===== src/pbwa_pkg.sv =====
`default_nettype none
package pbwa_pkg;

    // operation codes carried in the input tuser
    localparam logic [1:0] MODE_INIT  = 2'd0;
    localparam logic [1:0] MODE_ALLOC = 2'd1;
    localparam logic [1:0] MODE_ALIGN = 2'd2;

    // window codes
    localparam logic [1:0] WIN_MEM  = 2'd0;
    localparam logic [1:0] WIN_PREF = 2'd1;
    localparam logic [1:0] WIN_IO   = 2'd2;

    // register indexes
    localparam int unsigned CFG_IDX_W = 3;
    localparam logic [CFG_IDX_W-1:0] REG_MEM_START  = 3'd0;
    localparam logic [CFG_IDX_W-1:0] REG_MEM_LENGTH = 3'd1;
    localparam logic [CFG_IDX_W-1:0] REG_PREF_START = 3'd2;
    localparam logic [CFG_IDX_W-1:0] REG_PREF_LEN   = 3'd3;
    localparam logic [CFG_IDX_W-1:0] REG_IO_START   = 3'd4;
    localparam logic [CFG_IDX_W-1:0] REG_IO_LENGTH  = 3'd5;

    localparam logic [31:0] ALL_ONES     = 32'hffff_ffff;
    localparam logic [31:0] LOW_FLOOR    = 32'h0000_1000;
    localparam logic [31:0] IO_SIZE_MASK = 32'h0000_ffff;
    localparam logic [31:0] MEG_ALIGN    = 32'h0010_0000;
    localparam logic [31:0] IO_ALIGN     = 32'h0000_1000;

    // decoded BAR probe
    typedef struct packed {
        logic        implemented;
        logic        is_io;
        logic        is_wide;
        logic [1:0]  window_used;
        logic [31:0] decoded_size;
    } probe_dec_t;

    // one result item
    typedef struct packed {
        logic [31:0] assigned_addr;
        logic        granted;
        probe_dec_t  dec;
        logic [31:0] mem_pointer;
        logic [31:0] pref_pointer;
        logic [31:0] io_pointer;
    } result_t;

    // round a pointer up to a power-of-two size, 32-bit wrapping
    function automatic logic [31:0] align_up(input logic [31:0] p, input logic [31:0] size);
        align_up = ((p - 32'd1) | (size - 32'd1)) + 32'd1;
    endfunction

endpackage
`default_nettype wire


===== src/pbwa_probe_dec.sv =====
`default_nettype none
module pbwa_probe_dec
    import pbwa_pkg::*;
(
    input  wire logic [1:0]  mode,
    input  wire logic [31:0] probe_word,
    output probe_dec_t       dec
);

    logic [31:0] io_size;
    logic [31:0] mem_size;
    logic        wide;

    // sizes from the probe readback
    assign io_size  = ((~{probe_word[31:2], 2'b00}) & IO_SIZE_MASK) + 32'd1;
    assign mem_size = (~{probe_word[31:4], 4'b0000}) + 32'd1;
    assign wide     = (probe_word[2:1] == 2'b10);

    always_comb
    begin
        dec = '0;
        if (mode == MODE_ALLOC && probe_word != 32'd0)
        begin
            dec.implemented = 1'b1;
            if (probe_word[0])
            begin
                dec.is_io        = 1'b1;
                dec.decoded_size = io_size;
                dec.window_used  = WIN_IO;
            end
            else
            begin
                dec.is_wide      = wide;
                dec.decoded_size = mem_size;
                dec.window_used  = (wide && probe_word[3]) ? WIN_PREF : WIN_MEM;
            end
        end
    end

endmodule
`default_nettype wire


===== src/pbwa_windows.sv =====
`default_nettype none
module pbwa_windows
    import pbwa_pkg::*;
(
    input  wire logic                 clk,
    input  wire logic                 rst_n,
    input  wire logic                 cfg_we,
    input  wire logic [CFG_IDX_W-1:0] cfg_index,
    input  wire logic [31:0]          cfg_data,
    input  wire logic                 step_en,
    input  wire logic [1:0]           mode,
    input  wire probe_dec_t           dec,
    output result_t                   res
);

    logic [31:0] mem_start_reg, mem_length_reg, pref_start_reg, pref_length_reg;
    logic [31:0] io_start_reg, io_length_reg;
    logic [31:0] mem_next_reg, pref_next_reg, io_next_reg;
    logic [31:0] mem_next_next, pref_next_next, io_next_next;

    logic        mem_cfgd, pref_cfgd, io_cfgd;
    logic [31:0] sel_next, sel_start, sel_len, cand, span;
    logic        fit;

    // configuration registers
    always_ff @(posedge clk or negedge rst_n)
    begin
        if (!rst_n)
        begin
            mem_start_reg   <= '0;
            mem_length_reg  <= '0;
            pref_start_reg  <= '0;
            pref_length_reg <= '0;
            io_start_reg    <= '0;
            io_length_reg   <= '0;
        end
        else if (cfg_we)
        begin
            case (cfg_index)
                REG_MEM_START:  mem_start_reg   <= cfg_data;
                REG_MEM_LENGTH: mem_length_reg  <= cfg_data;
                REG_PREF_START: pref_start_reg  <= cfg_data;
                REG_PREF_LEN:   pref_length_reg <= cfg_data;
                REG_IO_START:   io_start_reg    <= cfg_data;
                REG_IO_LENGTH:  io_length_reg   <= cfg_data;
                default:        ;
            endcase
        end
    end

    assign mem_cfgd  = (mem_start_reg != '0) || (mem_length_reg != '0);
    assign pref_cfgd = (pref_start_reg != '0) || (pref_length_reg != '0);
    assign io_cfgd   = (io_start_reg != '0) || (io_length_reg != '0);

    // window selection for an allocation
    always_comb
    begin
        case (dec.window_used)
            WIN_IO:
            begin
                sel_next  = io_next_reg;
                sel_start = io_start_reg;
                sel_len   = io_length_reg;
            end
            WIN_PREF:
            begin
                sel_next  = pref_next_reg;
                sel_start = pref_start_reg;
                sel_len   = pref_length_reg;
            end
            default:
            begin
                sel_next  = mem_next_reg;
                sel_start = mem_start_reg;
                sel_len   = mem_length_reg;
            end
        endcase
    end

    // aligned candidate and limit check; size - start runs beside the align
    assign cand = align_up(sel_next, dec.decoded_size);
    assign span = cand + (dec.decoded_size - sel_start);
    assign fit  = dec.implemented && !(span > sel_len);

    // pointer updates
    always_comb
    begin
        mem_next_next  = mem_next_reg;
        pref_next_next = pref_next_reg;
        io_next_next   = io_next_reg;
        case (mode)
            MODE_INIT:
            begin
                if (mem_cfgd)
                    mem_next_next = (mem_start_reg != '0) ? mem_start_reg : LOW_FLOOR;
                if (pref_cfgd)
                    pref_next_next = (pref_start_reg != '0) ? pref_start_reg : LOW_FLOOR;
                if (io_cfgd)
                    io_next_next = (io_start_reg != '0) ? io_start_reg : LOW_FLOOR;
            end
            MODE_ALIGN:
            begin
                if (mem_cfgd)
                    mem_next_next = align_up(mem_next_reg, MEG_ALIGN);
                if (pref_cfgd)
                    pref_next_next = align_up(pref_next_reg, MEG_ALIGN);
                if (io_cfgd)
                    io_next_next = align_up(io_next_reg, IO_ALIGN);
            end
            MODE_ALLOC:
            begin
                if (fit)
                begin
                    case (dec.window_used)
                        WIN_IO:   io_next_next   = cand + dec.decoded_size;
                        WIN_PREF: pref_next_next = cand + dec.decoded_size;
                        default:  mem_next_next  = cand + dec.decoded_size;
                    endcase
                end
            end
            default: ;
        endcase
    end

    always_ff @(posedge clk or negedge rst_n)
    begin
        if (!rst_n)
        begin
            mem_next_reg  <= '0;
            pref_next_reg <= '0;
            io_next_reg   <= '0;
        end
        else if (step_en)
        begin
            mem_next_reg  <= mem_next_next;
            pref_next_reg <= pref_next_next;
            io_next_reg   <= io_next_next;
        end
    end

    // result as seen after this step
    always_comb
    begin
        res               = '0;
        res.dec           = dec;
        res.granted       = fit;
        res.assigned_addr = fit ? cand : ALL_ONES;
        res.mem_pointer   = mem_next_next;
        res.pref_pointer  = pref_next_next;
        res.io_pointer    = io_next_next;
    end

endmodule
`default_nettype wire


===== src/pci_bar_window_allocator_unit.sv =====
// Channel   Dir   Handshake         Payload
// s_axis    in    tvalid/tready     tdata: probe_word; tuser: mode
// m_axis    out   tvalid/tready     tdata: addr, size, pointers; tuser: flags, window
// cfg       in    cfg_valid/ready   cfg_index, cfg_data
//
// One item per cycle sustained while m_axis accepts results: input register, one pass of
// decode and window arithmetic, result register, between s_axis and m_axis.
// The pointer registers update as the item moves into the result register,
// so the next item sees them at once. rst_n clears both stages, the
// window registers and the pointers. A stalled m_axis holds the result; one
// more item waits in the input register. cfg is always ready.
`default_nettype none
module pci_bar_window_allocator_unit
    import pbwa_pkg::*;
(
    input  wire logic                 clk,
    input  wire logic                 rst_n,

    input  wire logic                 s_axis_tvalid,
    output logic                      s_axis_tready,
    input  wire logic [31:0]          s_axis_tdata,   // [31:0] probe_word
    input  wire logic [1:0]           s_axis_tuser,   // [1:0] mode

    output logic                      m_axis_tvalid,
    input  wire logic                 m_axis_tready,
    // [31:0] assigned_addr, [63:32] decoded_size, [95:64] mem_pointer,
    // [127:96] pref_pointer, [159:128] io_pointer
    output logic [159:0]              m_axis_tdata,
    // [0] granted, [1] implemented, [2] is_io, [3] is_wide, [5:4] window_used
    output logic [5:0]                m_axis_tuser,

    input  wire logic                 cfg_valid,
    output logic                      cfg_ready,
    input  wire logic [CFG_IDX_W-1:0] cfg_index,
    input  wire logic [31:0]          cfg_data
);

    logic        stage_v_reg;
    logic [1:0]  stage_mode_reg;
    logic [31:0] stage_probe_reg;
    logic        out_v_reg;
    result_t     out_reg;

    logic        advance;
    logic        take_in;
    probe_dec_t  dec;
    result_t     res;

    assign cfg_ready     = 1'b1;
    assign advance       = stage_v_reg && (!out_v_reg || m_axis_tready);
    assign s_axis_tready = !stage_v_reg || advance;
    assign take_in       = s_axis_tvalid && s_axis_tready;

    // input register
    always_ff @(posedge clk or negedge rst_n)
    begin
        if (!rst_n)
            stage_v_reg <= 1'b0;
        else if (take_in)
            stage_v_reg <= 1'b1;
        else if (advance)
            stage_v_reg <= 1'b0;
    end

    always_ff @(posedge clk)
    begin
        if (take_in)
        begin
            stage_mode_reg  <= s_axis_tuser;
            stage_probe_reg <= s_axis_tdata;
        end
    end

    pbwa_probe_dec u_dec
    (
        .mode       (stage_mode_reg),
        .probe_word (stage_probe_reg),
        .dec        (dec)
    );

    pbwa_windows u_win
    (
        .clk       (clk),
        .rst_n     (rst_n),
        .cfg_we    (cfg_valid),
        .cfg_index (cfg_index),
        .cfg_data  (cfg_data),
        .step_en   (advance),
        .mode      (stage_mode_reg),
        .dec       (dec),
        .res       (res)
    );

    // result register
    always_ff @(posedge clk or negedge rst_n)
    begin
        if (!rst_n)
            out_v_reg <= 1'b0;
        else if (advance)
            out_v_reg <= 1'b1;
        else if (m_axis_tready)
            out_v_reg <= 1'b0;
    end

    always_ff @(posedge clk)
    begin
        if (advance)
            out_reg <= res;
    end

    assign m_axis_tvalid = out_v_reg;
    assign m_axis_tdata  = {out_reg.io_pointer, out_reg.pref_pointer, out_reg.mem_pointer,
                            out_reg.dec.decoded_size, out_reg.assigned_addr};
    assign m_axis_tuser  = {out_reg.dec.window_used, out_reg.dec.is_wide, out_reg.dec.is_io,
                            out_reg.dec.implemented, out_reg.granted};

    // a grant only follows a real BAR
    a_grant_impl: assert property (@(posedge clk) disable iff (!rst_n)
        (m_axis_tvalid && out_reg.granted) |-> out_reg.dec.implemented)
        else $error("grant without implemented BAR");

    // I/O BARs always land in the I/O window
    a_io_win: assert property (@(posedge clk) disable iff (!rst_n)
        (m_axis_tvalid && out_reg.dec.is_io) |-> (out_reg.dec.window_used == WIN_IO))
        else $error("I/O BAR outside I/O window");

    // empty result register never blocks input
    a_ready_free: assert property (@(posedge clk) disable iff (!rst_n)
        !out_v_reg |-> s_axis_tready)
        else $error("input stalled with empty result register");

    // an item held behind a stalled result keeps its contents
    a_stage_hold: assert property (@(posedge clk) disable iff (!rst_n)
        (stage_v_reg && out_v_reg && !m_axis_tready) |=>
            ($stable(stage_mode_reg) && $stable(stage_probe_reg)))
        else $error("held input item changed");

endmodule
`default_nettype wire


===== config.mk =====
export PLATFORM = sky130hd
export DESIGN_NAME = pci_bar_window_allocator_unit
export DESIGN_NICKNAME = d
export VERILOG_FILES = /design/src/pbwa_pkg.sv /design/src/pbwa_probe_dec.sv /design/src/pbwa_windows.sv /design/src/pci_bar_window_allocator_unit.sv
export SDC_FILE = /design/constraint.sdc
export NUM_CORES = 1
export LEC_CHECK = 0
export ABC_CLOCK_PERIOD_IN_PS = 15300
export BUFFER_PORTS_ARGS = -buffer_cell sky130_fd_sc_hd__buf_2
export CORE_ASPECT_RATIO = 1.2
export CORE_MARGIN = 8
export CORE_UTILIZATION = 45
export CTS_CLUSTER_DIAMETER = 80
export CTS_CLUSTER_SIZE = 28
export DETAILED_ROUTE_END_ITERATION = 10
export HOLD_SLACK_MARGIN = 0.03
export PLACE_DENSITY_LB_ADDON = 0.25
export SETUP_SLACK_MARGIN = 0.02
export SYNTH_ARGS = -nofsm -noshare
export SYNTH_HDL_FRONTEND = slang
export SYNTH_SLANG_ARGS = --single-unit

===== constraint.sdc =====
create_clock -name clk -period 15.3 [get_ports clk]
set_input_delay 3.06 -clock clk [delete_from_list [all_inputs] [get_ports clk]]
set_output_delay 3.06 -clock clk [all_outputs]
set_load 0.01 [all_outputs]

# Word level (Yosys, flattened, before mapping)
# Cells that the tools add are included.
# W data, S select, Z words.
word_totals:
  ff_bits: 490
  in_bits: 74
  elab_cells: 114
op_classes:
  n_addsub: 14
  magnitude_cmp: 1
  eq_ne: 10
  mux: 30
  bitwise: 4
  n_reduce_logical: 32
op_table:
  columns: ["op", "count"]
  rows:
  - ["$mux W32", 15]
  - ["$pmux W32 S3", 3]
  - ["$reduce_bool A32 Y1", 7]
  - ["$pmux W32 S2", 3]
  - ["$add A32 B1 Y32 const B", 5]
  - ["$sub A32 B1 Y32 const B", 5]
  - ["$add A32 B32 Y32", 2]
  - ["$mux W37", 1]
  - ["$mux W34", 1]
  - ["$gt A32 B32 Y1", 1]
  - ["$not A32 Y32", 1]
  - ["$or A32 B32 Y32", 1]
  - ["$sub A32 B32 Y32", 1]
  - ["$add A16 B1 Y17 const B", 1]
  - ["$not A16 Y16", 1]
  - ["$reduce_and A2 Y1", 6]
  - ["$mux W1", 7]
  - ["$eq A2 B2 Y1 const B", 3]
  - ["$eq A3 B2 Y1 const B", 2]
  - ["$eq A3 B3 Y1 const B", 2]
  - ["$logic_and A1 B1 Y1", 5]
  - ["$logic_or A1 B1 Y1", 5]
  - ["$eq A2 B1 Y1 const B", 2]
  - ["$reduce_bool A2 Y1", 2]
  - ["6 further kinds", 9]

# Logic depth before layout (Yosys ltp)
depth:
  depth_word: 16
  mapped_depth: 51
  depth_no_buf: 46

# Modules after synthesis
# From an unflattened synthesis, not the netlist that was laid out.
hier_totals:
  cells_unflattened: 3185
  hier_area_um2: 31870.6
modules_own_cells:
  columns: ["mod", "instances", "cells_per_inst", "area_each_um2", "seq_area_each_um2"]
  rows:
  - ["pbwa_windows", 1, 2822, 24761.2, 7206.9]
  - ["pci_bar_window_allocator_unit", 1, 210, 6120.9, 6055.8]
  - ["pbwa_probe_dec", 1, 153, 988.4, 0.0]

# Worst setup path before layout
# No wires, ideal clock.
synth_timing:
  path_type: "reg2reg"
  startpoint: "register stage_probe_reg[2]"
  endpoint: "register u_win.mem_next_reg[10]"
  t_arrival_ns: 10.715
  required_ns: 15.175
  setup_slack_ns: 4.460
  path_stages_with_launch: 47
  cell_sequence: "edfxtp_1 -> inv_1 -> ha_1 -> or4b_4 -> or4_4 -> buf_6 -> o21ai_2 -> inv_2 -> buf_2 -> buf_2 -> o311a_1 -> xnor2_1 -> nand2_1 -> ha_1 -> o221a_2 -> nand2_1 -> or4_1 -> nand4_1 -> (+11 left out) -> o21ai_0 -> nand4_1 -> nand3_1 -> o41a_1 -> xor2_1 -> ha_1 -> nand4_1 -> or2_2 -> nor3_1 -> nand3_1 -> and2_0 -> nor3_1 -> and2_1 -> clkbuf_1 -> nor2_1 -> clkbuf_1 -> a221o_1 -> mux2_2"
synth_rtl:
  columns: ["element", "line_no", "source"]
  rows:
  - ["start: declaration", "pci_bar_window_allocator_unit.sv:40", "logic [31:0] stage_probe_reg;"]
  - ["start signal: assignment", "pci_bar_window_allocator_unit.sv:70", "stage_probe_reg <= s_axis_tdata;"]
  - ["end signal: assignment", "pbwa_windows.sv:135", "mem_next_reg <= mem_next_next;"]
  - ["end: declaration", "pbwa_windows.sv:18", "logic [31:0] mem_next_reg, pref_next_reg, io_next_reg;"]

==> results.toml <==
[run_status]
status = "finished, final reports clean"

[global_routing]
largest_net_degree_at_the_start_of_global_routing = 117
first_global_vias = 25279
antenna_found_initial = 2
global_route.usage.met3_pct = 5.11
globalRouteMet1Util_pct = 38.4
global_route.usage.met2_pct = 43.6
top_usage_layer = "met2"
grt_pass1_wl_um = 163000
grt_overflow = 0
grtUsageTotal_pct = 27.7

[critical_path]
cp_common_cell = "sky130_fd_sc_hd__nand2_1"
worst-path-max-fanout = 54
category_of_the_critical_setup_timing_path = "register to register"
crit_slowest_cell = "sky130_fd_sc_hd__nor2b_2"
setup.worst_path.end_class = "register"
crit_path_start_kind = "register"
crit_required_ns = 15.82
slowest_delay_ns = 0.82
cp.arrival_ns = 14.01

[sta]
layout_worst_path_cycle_share_pct = 88.2
max-slew-margin-rel_pct = 26.4
fin_crit_ns = 13.49
drv_slew = 0
fmax_mhz = 74.1
final-setup-viol-count = 0
post_route_setup_tns_ns = 0
worst_clock_skew_ns = 0.0387
timing_worst_slew_pin_value_ns = 1.10
rsz_0062_raised_after_global_routing = "no"
final-hold-violation-count = 0

[detailed_routing]
count_of_routing_violations_after_the_opening_detailed_route_iteration = 3045
post_drt_via_cell_ratio = 6.37
drc_errors = 0
detail_route.first_pass.iterations = 6
wl_per_cell_um = 26.3
route.final.wire_length_um = 110000
drt.antenna.violating_nets = 0
num_vias = 26663

[clocking]
clock_latency_ns = 0.64
tritoncts = "built"
clk_pin_slew_worst_paths_ns = 0.10
cts-resized-gates = 0
postCtsHoldBufs = 0
cts-root-to-sink-buffers = 3
cts_max_level = 1
clock-root-buffer = "sky130_fd_sc_hd__clkbuf_16"
clock_sinks = 487
cts.repair_timing.setup_buffer_count = 0
inserted_clock_buffers = 27

[floorplan]
initial_core_utilization_pct = 45.3
die_height_um = 303
die_area_sq_um = 77400
die_width_um = 255
fp-row-count = 105
floorplan.io_pins = 243
floorplan.core_area_sq_um = 68200

[finish]
number_of_antenna_diodes = 0
finished_cell_area_sq_um = 33900
largest_register_ffs = 157
final_nets = 3459
mostFrequentLayoutCells = "sky130_fd_sc_hd__dfrtp_1, sky130_fd_sc_hd__nand2_1, sky130_fd_sc_hd__mux2_2"
area_growth_syn_to_layout_pct = 9.62
final_layout_size_suffix_gt1_share_pct = 19.5
layout.cells.most_common = "sky130_fd_sc_hd__dfrtp_1"

[synthesis]
synth_sequential_area_ratio_pct = 42.6
count_of_flip_flops_with_a_built_in_enable_after_synthesis = 197
ys_types = 100
syn_inst = 3128
synth_largest_type_area_fraction_pct = 23.5
synth_top_area_cell = "sky130_fd_sc_hd__dfrtp_1"
synth_warnings = 0
asyncSetResetFlopFracSynth_pct = 59.5
synth_area_per_cell_sq_um = 9.88
synth_top_flop_cell = "sky130_fd_sc_hd__dfrtp_1"
synth.cell_area_sq_um = 30900
synth-seq-cells = 487
ys_top_cells_by_area = "sky130_fd_sc_hd__dfrtp_1, sky130_fd_sc_hd__edfxtp_1, sky130_fd_sc_hd__mux2_2"

[power]
pwr_density_cell_nw_per_um2 = 194
static-leakage-power_nw = 13.9
ir_worst_vdd_mv = 0.127

[flow_run]
max-cap-violations = 0

[placed_design]
buffer_ports.inserted = 239
placed_area_sq_um = 32900
detailed_place_hpwl_um = 83400
final_replace_weighted_congestion = 1.02

[worst_hold_path]
min-delay-path-class = "register to register"
## Yosys cell counts (all sizes together) (14+ instances only)
master / number
nand2b: 32
nand3: 84
ha: 97
a211oi: 15
o22ai: 21
nand2: 269
or4: 19
a22oi: 44
a31oi: 33
xor2: 43
fa: 30
a221o: 49
o21ai: 145
clkbuf: 151
nand4: 40
o211ai: 25
mux2i: 19
buf: 33
o21a: 27
o31ai: 18
a21oi: 201
nor2b: 21
edfxtp: 197
mux2: 251
and3: 15
xnor2: 85
and2: 25
inv: 124
a22o: 67
dfrtp: 290
nor4: 77
nor3: 72
or2: 14
a21o: 33
or3: 26
nor2: 239
## routing by layer
| layer | vias up | part of all wire (%) |
|---|---|---|
| li1 | 11988 | - |
| met1 | 13100 | 41 |
| met2 | 1371 | 45 |
| met3 | 204 | 10 |
| met4 | 0 | 3.6 |
| met5 | - | 0 |
## cells by family (layout without fill, tap and decap cells)
logic type | after synthesis | count (layout) | synth area share, %
compound gates | 823 | 823 | 18.3
xor+xnor | 128 | 128 | 3.70
fa+ha+maj | 128 | 128 | 5.90
buf+inv | 309 | 457 | 3.87
flops | 487 | 487 | 42.6
mux | 270 | 270 | 9.76
other cells | 2 | 3 | 0.0243
simple gates | 981 | 981 | 15.8
## path summary, 6_finish.rpt
check                                  start                endpoint  slack, ns  cells after the start
max in group asynchronous              rst_n  u_win.mem_next_reg[21]      10.73                      3
min in group asynchronous              rst_n  u_win.io_length_reg[4]       2.44                      1
hold reg to reg                  stage_v_reg           m_axis_tvalid       0.52                      1
setup / recovery           stage_mode_reg[1]  u_win.mem_next_reg[16]       1.81                     41
setup reg to reg           stage_mode_reg[1]  u_win.mem_next_reg[16]       1.81                     41
hold / removal                   stage_v_reg           m_axis_tvalid       0.52                      1
## critical path, delay by kind of cell (launching register included)
family / cells / cell delay (ns)
AND/OR/NAND/NOR: 20 / 6.02
XOR/XNOR: 1 / 0.16
buffers and inverters: 3 / 1.27
AO/OA/AOI/OAI: 12 / 3.50
multiplexers: 1 / 0.26
adder cells (fa/ha/maj): 4 / 1.75
flip-flops: 1 / 0.40
## through the flow
step                util, %  std cells  setup WS (ns)  hold slack, ns  total power, mW
floorplan                 -       3129           4.46           0.457             4.50
global placement       48.3       4138           1.43           0.500             5.60
detailed placement     48.3       4138           2.14           0.511             5.63
CTS                    49.7       4186           2.11           0.527             6.52
global route           49.7       4186           1.08           0.565             7.02
finish                 49.7       4186           1.81           0.524             6.59
## power breakdown
group          switching (mW)  total [mW]  leakage [nW]  internal, mW
clock network           0.507       0.878         0.465         0.370
registers               0.425        2.13          5.40          1.71
logic                    2.12        3.58          8.00          1.45
## layout make-up
class	count	area (sq um)
repair buffers	284	1540
clock inverters	16	238
multi-input cells	2333	16600
well taps	909	1140
clock buffers	32	704
inverters	125	480
flip-flops and latches	487	13200
fillers	6322	34300
(Power assumes the default switching activity.)
